===== config.mk =====
export PLATFORM = sky130hd
export DESIGN_NAME = grid_neighbor_edge_list_top
export DESIGN_NICKNAME = d
export VERILOG_FILES = /design/src/rtl/gnel_pkg.sv /design/src/rtl/gnel_emit.sv /design/src/rtl/grid_neighbor_edge_list_top.sv
export SDC_FILE = /design/constraint.sdc
export NUM_CORES = 2
export LEC_CHECK = 0
export ABC_CLOCK_PERIOD_IN_PS = 20800
export BUFFER_PORTS_ARGS = -buffer_cell sky130_fd_sc_hd__clkbuf_2
export CAP_MARGIN = 20
export CORE_MARGIN = 4
export CORE_UTILIZATION = 52
export CTS_BUF_LIST = sky130_fd_sc_hd__clkbuf_4 sky130_fd_sc_hd__clkbuf_8
export CTS_CLUSTER_SIZE = 16
export DETAILED_ROUTE_END_ITERATION = 8
export PLACE_DENSITY = 0.68
export REMOVE_ABC_BUFFERS = 1
export SETUP_SLACK_MARGIN = 0.4
export SYNTH_ARGS = -nofsm -noshare
export SYNTH_HDL_FRONTEND = slang
export SYNTH_SLANG_ARGS = --single-unit

===== constraint.sdc =====
create_clock -name clk -period 20.8 [get_ports clk]
set_input_delay 4.16 -clock clk [delete_from_list [all_inputs] [get_ports clk]]
set_output_delay 4.16 -clock clk [all_outputs]
set_load 0.005 [all_outputs]

===== src/rtl/gnel_pkg.sv =====
// ----------------------------------------------------------------------------
// gnel_pkg
// Shared widths, codes and types of the grid neighbor edge list block.
// ----------------------------------------------------------------------------
`default_nettype none

package gnel_pkg;

  localparam int CELL_W    = 8;
  localparam int COORD_W   = 10;
  localparam int CFG_W     = 11;
  localparam int CFG_IDX_W = 2;

  localparam logic [CFG_IDX_W-1:0] CFG_GRID_ROWS = 2'd0;
  localparam logic [CFG_IDX_W-1:0] CFG_GRID_COLS = 2'd1;

  // Neighbor codes, in the order their edges are sent.
  localparam logic [1:0] NB_W  = 2'd0;
  localparam logic [1:0] NB_NW = 2'd1;
  localparam logic [1:0] NB_N  = 2'd2;
  localparam logic [1:0] NB_NE = 2'd3;

  typedef logic [COORD_W-1:0] coord_t;

  typedef struct packed {
    logic [3:0] mask;
    coord_t     row;
    coord_t     col;
  } job_t;

endpackage

`default_nettype wire


===== src/rtl/gnel_emit.sv =====
// ----------------------------------------------------------------------------
// gnel_emit
// Holds the free neighbors of one cell and sends their edge pairs, one word
// per cycle while edge_stall is low, through a registered output stage.
// ----------------------------------------------------------------------------
`default_nettype none

module gnel_emit (
  input  wire logic            clk,
  input  wire logic            rst,
  input  wire logic            job_valid,
  input  wire gnel_pkg::job_t  job,
  output logic                 job_ready,
  output logic                 edge_valid,
  input  wire logic            edge_stall,
  output gnel_pkg::coord_t     from_row,
  output gnel_pkg::coord_t     from_col,
  output gnel_pkg::coord_t     to_row,
  output gnel_pkg::coord_t     to_col,
  output logic                 diagonal,
  output logic                 last_edge
);

  logic [3:0]       pending;
  logic             half;
  gnel_pkg::coord_t row;
  gnel_pkg::coord_t col;

  logic [1:0]       sel;
  logic [3:0]       sel_bit;
  logic             busy;
  logic             issue;
  logic             last;
  gnel_pkg::coord_t nb_row;
  gnel_pkg::coord_t nb_col;
  logic             nb_diag;

  always_comb begin
    if (pending[gnel_pkg::NB_W]) begin
      sel = gnel_pkg::NB_W;
    end else if (pending[gnel_pkg::NB_NW]) begin
      sel = gnel_pkg::NB_NW;
    end else if (pending[gnel_pkg::NB_N]) begin
      sel = gnel_pkg::NB_N;
    end else begin
      sel = gnel_pkg::NB_NE;
    end
  end

  assign sel_bit   = 4'b0001 << sel;
  assign busy      = pending != 4'b0000;
  assign issue     = busy && (!edge_valid || !edge_stall);
  assign last      = half && ((pending & ~sel_bit) == 4'b0000);
  assign job_ready = !busy || (issue && last);

  always_comb begin
    unique case (sel)
      gnel_pkg::NB_W: begin
        nb_row  = row;
        nb_col  = col - gnel_pkg::COORD_W'(1);
        nb_diag = 1'b0;
      end
      gnel_pkg::NB_NW: begin
        nb_row  = row - gnel_pkg::COORD_W'(1);
        nb_col  = col - gnel_pkg::COORD_W'(1);
        nb_diag = 1'b1;
      end
      gnel_pkg::NB_N: begin
        nb_row  = row - gnel_pkg::COORD_W'(1);
        nb_col  = col;
        nb_diag = 1'b0;
      end
      gnel_pkg::NB_NE: begin
        nb_row  = row - gnel_pkg::COORD_W'(1);
        nb_col  = col + gnel_pkg::COORD_W'(1);
        nb_diag = 1'b1;
      end
    endcase
  end

  always_ff @(posedge clk) begin
    if (rst) begin
      pending    <= 4'b0000;
      half       <= 1'b0;
      edge_valid <= 1'b0;
    end else begin
      if (issue) begin
        edge_valid <= 1'b1;
      end else if (!edge_stall) begin
        edge_valid <= 1'b0;
      end
      if (job_valid && job_ready) begin
        pending <= job.mask;
        half    <= 1'b0;
      end else if (issue) begin
        if (half) begin
          pending <= pending & ~sel_bit;
          half    <= 1'b0;
        end else begin
          half <= 1'b1;
        end
      end
    end
  end

  always_ff @(posedge clk) begin
    if (job_valid && job_ready) begin
      row <= job.row;
      col <= job.col;
    end
  end

  always_ff @(posedge clk) begin
    if (issue) begin
      if (!half) begin
        from_row <= nb_row;
        from_col <= nb_col;
        to_row   <= row;
        to_col   <= col;
      end else begin
        from_row <= row;
        from_col <= col;
        to_row   <= nb_row;
        to_col   <= nb_col;
      end
      diagonal  <= nb_diag;
      last_edge <= last;
    end
  end

endmodule

`default_nettype wire


===== src/rtl/grid_neighbor_edge_list_top.sv =====
// ----------------------------------------------------------------------------
// grid_neighbor_edge_list_top
// Turns an occupancy grid, one cell word at a time in raster order, into the
// directed edges of its eight-connected graph of free cells.
// ----------------------------------------------------------------------------
// Cells enter on cell_valid/cell_stall; a nonzero cell_value is free.
// Edges leave on edge_valid/edge_stall, one word per edge, with last_edge
// set on the final edge of a cell. A cell with no free neighbor seen so far
// gives no edge word. Per neighbor (west, north-west, north, north-east) the
// edge toward the cell comes first, then the edge back.
// The first edge word of a cell is valid once the cell's neighbor mask is
// registered in the emitter and then the word in its output stage. Edge
// words leave at one per cycle while edge_stall is low, at most eight per
// cell; once no edges wait, cells with no edge go in at one per cycle.
// A stall on the edge side holds the current word, and while a taken cell
// still has edges waiting the input side stalls as well.
// Reset, and a write to either grid size on the cfg channel, restarts the
// frame at row 0, column 0. Both grid sizes reset to 1024 (MAX_DIM if less).
// The one-row line store is not cleared; the first row ignores what it reads.
// ----------------------------------------------------------------------------
`default_nettype none

module grid_neighbor_edge_list_top #(
  parameter int MAX_DIM = 1024
) (
  input  wire logic                              clk,
  input  wire logic                              rst,
  input  wire logic                              cfg_valid,
  output logic                                   cfg_ready,
  input  wire logic [gnel_pkg::CFG_IDX_W-1:0]    cfg_index,
  input  wire logic [gnel_pkg::CFG_W-1:0]        cfg_data,
  input  wire logic                              cell_valid,
  output logic                                   cell_stall,
  input  wire logic [gnel_pkg::CELL_W-1:0]       cell_value,
  output logic                                   edge_valid,
  input  wire logic                              edge_stall,
  output gnel_pkg::coord_t                       from_row,
  output gnel_pkg::coord_t                       from_col,
  output gnel_pkg::coord_t                       to_row,
  output gnel_pkg::coord_t                       to_col,
  output logic                                   diagonal,
  output logic                                   last_edge
);

  localparam int CW        = $clog2(MAX_DIM);
  localparam int DW        = CW + 1;
  localparam int DIM_RESET = (1024 > MAX_DIM) ? MAX_DIM : 1024;

  function automatic logic [DW-1:0] clamp_dim(input logic [gnel_pkg::CFG_W-1:0] v);
    logic [31:0] w;
    logic [31:0] r;
    w = 32'(v);
    if (w == 32'd0) begin
      r = 32'd1;
    end else if (w > 32'(MAX_DIM)) begin
      r = 32'(MAX_DIM);
    end else begin
      r = w;
    end
    return DW'(r);
  endfunction

  logic [DW-1:0]  grid_rows;
  logic [DW-1:0]  grid_cols;
  logic [CW-1:0]  row_cnt;
  logic [CW-1:0]  col_cnt;
  logic           left_free;
  logic           upper_left_free;
  logic           north_cur;
  logic           row0_free;
  logic           rd_q;
  logic           fwd_sel;
  logic           fwd_val;
  logic           line_store [MAX_DIM];

  logic           accept;
  logic           cfg_write;
  logic           free_now;
  logic           north_next;
  logic           last_col;
  logic           last_row;
  logic [CW-1:0]  col_next;
  logic [CW-1:0]  row_next;
  logic [CW-1:0]  rd_addr;
  logic           has_row;
  logic           has_col;
  logic           job_ready;
  gnel_pkg::job_t job;

  assign cfg_ready  = 1'b1;
  assign cfg_write  = cfg_valid && cfg_ready;
  assign cell_stall = !job_ready;
  assign accept     = cell_valid && !cell_stall;

  assign free_now   = cell_value != '0;
  assign north_next = fwd_sel ? fwd_val : rd_q;
  assign last_col   = ({1'b0, col_cnt} + DW'(1)) >= grid_cols;
  assign last_row   = ({1'b0, row_cnt} + DW'(1)) >= grid_rows;
  assign col_next   = last_col ? '0 : col_cnt + CW'(1);
  assign row_next   = last_row ? '0 : row_cnt + CW'(1);
  assign rd_addr    = col_next + CW'(1);
  assign has_row    = row_cnt != '0;
  assign has_col    = col_cnt != '0;

  always_comb begin
    job.row = gnel_pkg::COORD_W'(row_cnt);
    job.col = gnel_pkg::COORD_W'(col_cnt);
    job.mask[gnel_pkg::NB_W]  = free_now && has_col && left_free;
    job.mask[gnel_pkg::NB_NW] = free_now && has_row && has_col && upper_left_free;
    job.mask[gnel_pkg::NB_N]  = free_now && has_row && north_cur;
    job.mask[gnel_pkg::NB_NE] = free_now && has_row && !last_col && north_next;
  end

  always_ff @(posedge clk) begin
    if (rst) begin
      grid_rows       <= DW'(DIM_RESET);
      grid_cols       <= DW'(DIM_RESET);
      row_cnt         <= '0;
      col_cnt         <= '0;
      left_free       <= 1'b0;
      upper_left_free <= 1'b0;
    end else if (cfg_write) begin
      unique case (cfg_index)
        gnel_pkg::CFG_GRID_ROWS: begin
          grid_rows       <= clamp_dim(cfg_data);
          row_cnt         <= '0;
          col_cnt         <= '0;
          left_free       <= 1'b0;
          upper_left_free <= 1'b0;
        end
        gnel_pkg::CFG_GRID_COLS: begin
          grid_cols       <= clamp_dim(cfg_data);
          row_cnt         <= '0;
          col_cnt         <= '0;
          left_free       <= 1'b0;
          upper_left_free <= 1'b0;
        end
        default: begin
        end
      endcase
    end else if (accept) begin
      left_free       <= free_now;
      upper_left_free <= north_cur;
      col_cnt         <= col_next;
      if (last_col) begin
        row_cnt <= row_next;
      end
    end
  end

  // The north flags of the next cell come from the current pair, or at a row
  // start from this row's first two cells.
  always_ff @(posedge clk) begin
    if (accept) begin
      if (!has_col) begin
        row0_free <= free_now;
      end
      if (last_col) begin
        north_cur <= has_col ? row0_free : free_now;
      end else begin
        north_cur <= north_next;
      end
      fwd_sel <= rd_addr == col_cnt;
      fwd_val <= free_now;
    end
  end

  always_ff @(posedge clk) begin
    if (accept) begin
      line_store[col_cnt] <= free_now;
      rd_q                <= line_store[rd_addr];
    end
  end

  gnel_emit u_emit (
    .clk        (clk),
    .rst        (rst),
    .job_valid  (accept),
    .job        (job),
    .job_ready  (job_ready),
    .edge_valid (edge_valid),
    .edge_stall (edge_stall),
    .from_row   (from_row),
    .from_col   (from_col),
    .to_row     (to_row),
    .to_col     (to_col),
    .diagonal   (diagonal),
    .last_edge  (last_edge)
  );

endmodule

`default_nettype wire


Word level (Yosys, flattened, before mapping)
Memory sizes are Yosys's and may differ from the RTL's. A register that Yosys moved wholly into a read port is not among the register bits.
Cells that the tools add are included.
{"block": "classes", "add_sub_neg": 8, "magnitude_cmp": 3, "eq_ne": 7, "shift": 1, "mux": 36, "bitwise": 2, "n_reduce_logical": 43}
{"operator": "$mux 10", "n": 12}
{"operator": "$add 10x1->10 const B", "n": 4}
{"operator": "$pmux 10 s3", "n": 1}
{"operator": "$add 10x1->11 const B", "n": 2}
{"operator": "$ge 11x11->1", "n": 2}
{"operator": "$mux 11", "n": 2}
{"operator": "$pmux 10 s2", "n": 1}
{"operator": "$reduce_bool 10->1", "n": 2}
{"operator": "$sub 10x1->10 const B", "n": 2}
{"operator": "$mux 1", "n": 14}
{"operator": "$logic_and 1x1->1", "n": 13}
{"operator": "$mux 4", "n": 3}
{"operator": "$gt 11x11->1 const B", "n": 1}
{"operator": "$logic_not 11->1", "n": 1}
{"operator": "$eq 10x10->1", "n": 1}
{"operator": "$reduce_or 2->1", "n": 5}
{"operator": "$reduce_and 2->1", "n": 4}
{"operator": "$reduce_bool 2->1", "n": 4}
{"operator": "$reduce_bool 8->1", "n": 1}
{"operator": "$logic_not 1->1", "n": 5}
{"operator": "$and 4x4->4", "n": 1}
{"operator": "$eq 2x1->1 const B", "n": 2}
{"operator": "$eq 2x2->1 const B", "n": 2}
{"operator": "$logic_not 2->1", "n": 2}
{"operator": "11 further kinds", "n": 13}
{"block": "totals", "reg_bits": 116, "mem_bits_rw": 1024, "output_inout_bits": 45, "wordCells": 122, "memories": 1}
{"name": "line_store", "depth": 1024, "word_bits": 1, "rd": 1, "rd_clocked_by_memory_dff": 1, "wr": 1, "line": "grid_neighbor_edge_list_top.sv:74", "rtl": "logic line_store [MAX_DIM];"}

Logic depth before layout (Yosys ltp)
{"block": "logic_depth", "ltp_word": 14, "mapped_depth": 29, "mapped_depth_nobuf": 23}

Hierarchy
A second synthesis with hierarchy kept.
{"block": "hier_totals", "cells_unflattened": 3894, "area_unflattened_um2": 51291.7}
{"module": "grid_neighbor_edge_list_top", "n_inst": 1, "cells_each": 3624, "area_each_um2": 48112.4, "seq_area_each_um2": 31780.5}
{"module": "gnel_emit", "n_inst": 1, "cells_each": 270, "area_each_um2": 3179.3, "seq_area_each_um2": 1981.9}

Worst setup path after synthesis
OpenSTA, ideal clock, no wires.
{"block": "synth_path", "path_type": "input-to-reg", "from": "input cell_value[4] (netlist name)", "to": "register fwd_val, data pin", "setup_ns": 2.715, "arrival_time_ns": 16.263, "required_ns": 18.085, "setup_slack_ns": 1.821, "path_stages": 2, "cell_sequence": "nor4_1 -> nand2_1"}
{"block": "synth_via", "elab_chain_len": 1}
{"item": "start: declaration", "line": "grid_neighbor_edge_list_top.sv:34", "rtl": "input wire logic [gnel_pkg::CELL_W-1:0] cell_value,"}
{"item": "$reduce_bool 8->1", "line": "grid_neighbor_edge_list_top.sv:95", "rtl": "assign free_now = cell_value != '0;"}
{"item": "via free_now", "line": "grid_neighbor_edge_list_top.sv:78", "rtl": "logic free_now;"}
{"item": "end signal: assignment", "line": "grid_neighbor_edge_list_top.sv:164", "rtl": "fwd_val <= free_now;"}
{"item": "end: declaration", "line": "grid_neighbor_edge_list_top.sv:73", "rtl": "logic fwd_val;"}
The timed path passes the listed nets, and every way through them passes these cells.
A chain may end at the register's enable or synchronous reset.

Worst setup path in the final report
{"block": "layout_path", "from": "register col_cnt[0]", "to": "register rd_q, read port of line_store, data pin"}
{"block": "layout_via", "elab_chain_len": 4, "word_cells_on_any_way": 5}
{"item": "start: declaration", "line": "grid_neighbor_edge_list_top.sv:66", "rtl": "logic [CW-1:0] col_cnt;"}
{"item": "start signal: assignment", "line": "grid_neighbor_edge_list_top.sv:144", "rtl": "col_cnt <= col_next;"}
{"item": "$add 10x1->11", "line": "grid_neighbor_edge_list_top.sv:97", "rtl": "assign last_col = ({1'b0, col_cnt} + DW'(1)) >= grid_cols;"}
{"item": "$ge 11x11->1", "line": "grid_neighbor_edge_list_top.sv:97"}
{"item": "$mux 10 (*)", "line": "grid_neighbor_edge_list_top.sv:99", "rtl": "assign col_next = last_col ? '0 : col_cnt + CW'(1);"}
{"item": "$add 10x1->10 (*)", "line": "grid_neighbor_edge_list_top.sv:101", "rtl": "assign rd_addr = col_next + CW'(1);"}
{"item": "end: declaration", "line": "grid_neighbor_edge_list_top.sv:71", "rtl": "logic rd_q;"}
Mark *: on every way between the ends. The rest lies on a longest branch, timed or not.

==> impl_results.md <==
* Vias in the first global route at 32.3k
* Antenna violations before repair at 2
* FF-to-FF End: rd_q
* Final ANT Viol Nets at 0
* R2R depth at 21
* Hold Buf Count CTS at 0
* DPL Wire Length at 79,900 um
* Synth warnings at 0
* Setup slack after layout at 11.47 ns
* Slew headroom at 18.0%
* Critical Path Source Type: register
* Final min period at 9.33 ns
* # rows at 114
* Synthesized cell area at 51,200 um^2
* Clk_skew at 0.0284 ns
* Dpl ws at 11.56 ns
* Hold_ws at 0.455 ns
* Clock buffer depth at 3
* Worst Path Max Fanout at 108
* Final setup fails at 0
* Via count at 33.2k
* CP most frequent cell: buf_4
* Delay-heaviest family, CP: buffers and inverters
* Initial DRT Pass Iterations at 7
* Clk_lat worst skew at 0.85 ns
* Slew at the pin with the worst max-slew slack at 1.23 ns
* Setup Crit Path Kind: register to register
* Hold Path Depth at 2
* Core box area at 97,100 um^2
* Min-delay src: grid_rows[6]
* # port buffers at 69
* Crit-path cells: ha_1 -> nand4_1 -> buf_4 -> nor2_1 -> xor2_1 -> ha_1 -> and3_1 -> o21a_1 -> a211oi_1 -> nand2_4 -> inv_2 -> ha_4 -> buf_4 -> buf_4 -> buf_12 -> mux4_2 -> nor2_1 -> or4_1 -> a311oi_1 -> o311ai_1 -> nor4_2
* Fillers at 7,637
* RSZ-0062 raised after global routing: false
* Global placement routability congestion at 0.896
* Fin crit share at 44.9%
* # DRC at 0
* Fin nets at 3,985
* Hold EP: grid_rows[6]
* Starting Density at 52.7%
* CTS tree: built
* Final WL at 137,000 um
* CTS buffer count at 177
* First-pass GRT wire length at 206,000 um
* DIE WIDTH at 322 um
* FF+latch count, synth at 1,141
* Critical Path AT at 10.01 ns
* Vias per cell at 6.22
* Gr usage total at 26.6%
* Post-synthesis cell type count at 86
* H-tree level count at 4
* Critical path required time at 21.48 ns
* Clock-pin slew on the worst setup and hold paths at 0.06 ns
* I/O Pins at 71
* Power per cell area at 80.6 nW/um^2
* Crit end category: register
* Flop-to-flop setup slack at 11.47 ns
* Drt initial violations at 4,713
* Final instance area at 56,400 um^2
* Clk root buf: clkbuf_8
* Layout Utilization at 58.0%
* Area grow syn2layout at 10.0%
* Async SR Flop Fraction at 0%
* Post-CTS Resized at 0
* Most common flop cell mapped by yosys: edfxtp_1
* Fmax at 0.107 GHz
* Slew Limit Fails at 0
* Reg-to-Reg Start: col_cnt[0]
* Die Ht at 322 um
* Max stage delay cell, worst path: buf_4
* Final Hold Viols at 0
* Setup TNS at 0 ns
* Pleak at 20.4 nW
* Max VDD drop at 0.0000580 V
* Post-Synthesis Cells at 3,898
* Routed len/inst at 25.8 um
* Grt ovf at 0
* Crit path buf inv count at 5
* Synth Area per Inst at 13.1 um^2
* CP max stage delay at 0.82 ns
* Share of cells above drive strength 1 at 17.7%
* Worst hold-check path type: register to register
* Status: finished, final reports clean
* Die Area at 104,000 um^2
* Max Cap Violations at 0
* Number of synthesized flops with an enable pin at 1,091
* Post CTS Setup Buffer Count at 0
* Largest net degree at the start of global routing at 284
* Placed cell area at 52,700 um^2
* Clock Sinks at 1,141
* Seq/Total Area, Yosys at 65.9%
[routing by layer]
layer	share of wire (%)	wire length, um	vias to the layer above	global-route usage, %
met3	11	15000	329	6.01
met2	47	64500	1859	42.5
met1	38	52400	16800	36.0
met5	0	0	-	0
met4	4.0	5500	0	10.6
li1	-	-	14300	-
[area by class of cell]
class	count	area, um^2	area share [%]
Multi-Input combinational cell	2377	16000	28.4
Timing Repair Buffer	178	1450	2.58
Inverter	45	169	0.300
Clock inverter	75	415	0.737
Clock buffer	240	2930	5.21
Tap cell	1276	1600	2.83
Antenna cell	4	10.0	0.0178
Sequential cell	1141	33800	59.9
[worst max-delay path by stage]
stage                     slack (ns)        from    to  cells past startpoint
after global placement         11.83  col_cnt[0]  rd_q                     21
after CTS                      11.50  col_cnt[0]  rd_q                     21
after floorplan                -3.05  col_cnt[0]  rd_q                     17
after global routing           10.88  col_cnt[0]  rd_q                     21
final                          11.47  col_cnt[0]  rd_q                     21
after detailed placement       11.56  col_cnt[0]  rd_q                     21
[worst reg2reg max path, cell delays in order, from the launching register on]
cell,delay [ns]
dfxtp_1,0.68
ha_1,0.67
nand4_1,0.16
buf_4,0.30
nor2_1,0.17
xor2_1,0.35
ha_1,0.30
and3_1,0.17
o21a_1,0.15
a211oi_1,0.45
nand2_4,0.50
inv_2,0.26
ha_4,0.55
buf_4,0.75
buf_4,0.92
buf_12,0.64
mux4_2,0.37
nor2_1,0.05
or4_1,0.57
a311oi_1,0.66
o311ai_1,0.23
nor4_2,0.28
[flip-flops by register name, indices dropped and copies added, names as in the netlist, 4 cells and up]
signal,flops
col_cnt,10
grid_cols,11
grid_rows,11
line_store,1024
row_cnt,10
u_emit.col,10
u_emit.from_col,10
u_emit.from_row,10
u_emit.pending,4
u_emit.row,10
u_emit.to_col,10
u_emit.to_row,10
[cells in the mapped netlist (7+ instances only)]
| master | number | area share (%) |
|---|---|---|
| nor2_1 | 1117 | 8.2 |
| edfxtp_1 | 1091 | 64 |
| clkbuf_1 | 271 | 2.0 |
| nand2_1 | 211 | 1.5 |
| mux4_2 | 207 | 9.1 |
| mux2i_1 | 108 | 2.1 |
| nand3_1 | 96 | 0.94 |
| a21oi_1 | 81 | 0.79 |
| nor3_1 | 56 | 0.55 |
| dfxtp_1 | 50 | 2.0 |
| inv_1 | 43 | 0.32 |
| a211oi_1 | 42 | 0.62 |
| buf_2 | 42 | 0.41 |
| ha_1 | 38 | 0.93 |
| nor2b_1 | 38 | 0.46 |
| xnor2_1 | 36 | 0.62 |
| o21ai_0 | 30 | 0.29 |
| nand4_1 | 26 | 0.32 |
| xor2_1 | 25 | 0.43 |
| a22oi_1 | 21 | 0.31 |
| mux2_2 | 21 | 0.46 |
| nor4_1 | 19 | 0.23 |
| buf_1 | 17 | 0.12 |
| or2_2 | 17 | 0.21 |
| a31oi_1 | 15 | 0.18 |
| and3_1 | 13 | 0.16 |
| a21o_1 | 12 | 0.18 |
| nand2b_1 | 11 | 0.13 |
| a2111oi_0 | 10 | 0.17 |
| o22ai_1 | 10 | 0.12 |
| a311oi_1 | 9 | 0.15 |
| or4_1 | 7 | 0.10 |
[metrics by stage]
step / power [mW] / cells
after floorplan: 2.76 / 3563
after global placement: 2.78 / 5000
after detailed placement: 2.79 / 5005
after CTS: 4.56 / 5320
after global routing: 4.69 / 5333
final: 4.54 / 5336
[where the power goes]
group	switching (mW)	leakage, nW	total, mW	internal (mW)
logic	0.157	5.46	0.243	0.0865
clock network	0.873	1.78	1.80	0.931
registers	0.00543	13.1	2.49	2.49
[cell usage in the layout, fill, tap and decap left out, types with 56 or more instances in the layout]
| master | count |
|---|---|
| nor2_1 | 1116 |
| nand3_1 | 94 |
| edfxtp_1 | 1091 |
| nor3_1 | 56 |
| a21oi_1 | 80 |
| clkbuf_2 | 70 |
| nand2_1 | 208 |
| clkbuf_8 | 181 |
| clkbuf_4 | 60 |
| mux2i_1 | 108 |
| mux4_2 | 207 |
| buf_4 | 88 |
[logic make-up (layout without fill, tap and decap cells)]
| logic type | after synthesis | in the layout | synth area share [%] |
|---|---|---|---|
| compound gates | 292 | 292 | 3.87 |
| xor+xnor | 64 | 64 | 1.18 |
| fa+ha+maj | 40 | 40 | 0.987 |
| buf+inv | 380 | 538 | 2.93 |
| flops | 1141 | 1141 | 65.9 |
| mux | 336 | 336 | 11.7 |
| other cells | 1 | 5 | 0.00732 |
| simple gates | 1644 | 1644 | 13.4 |
Note: power is estimated with default switching activity, not from simulation.
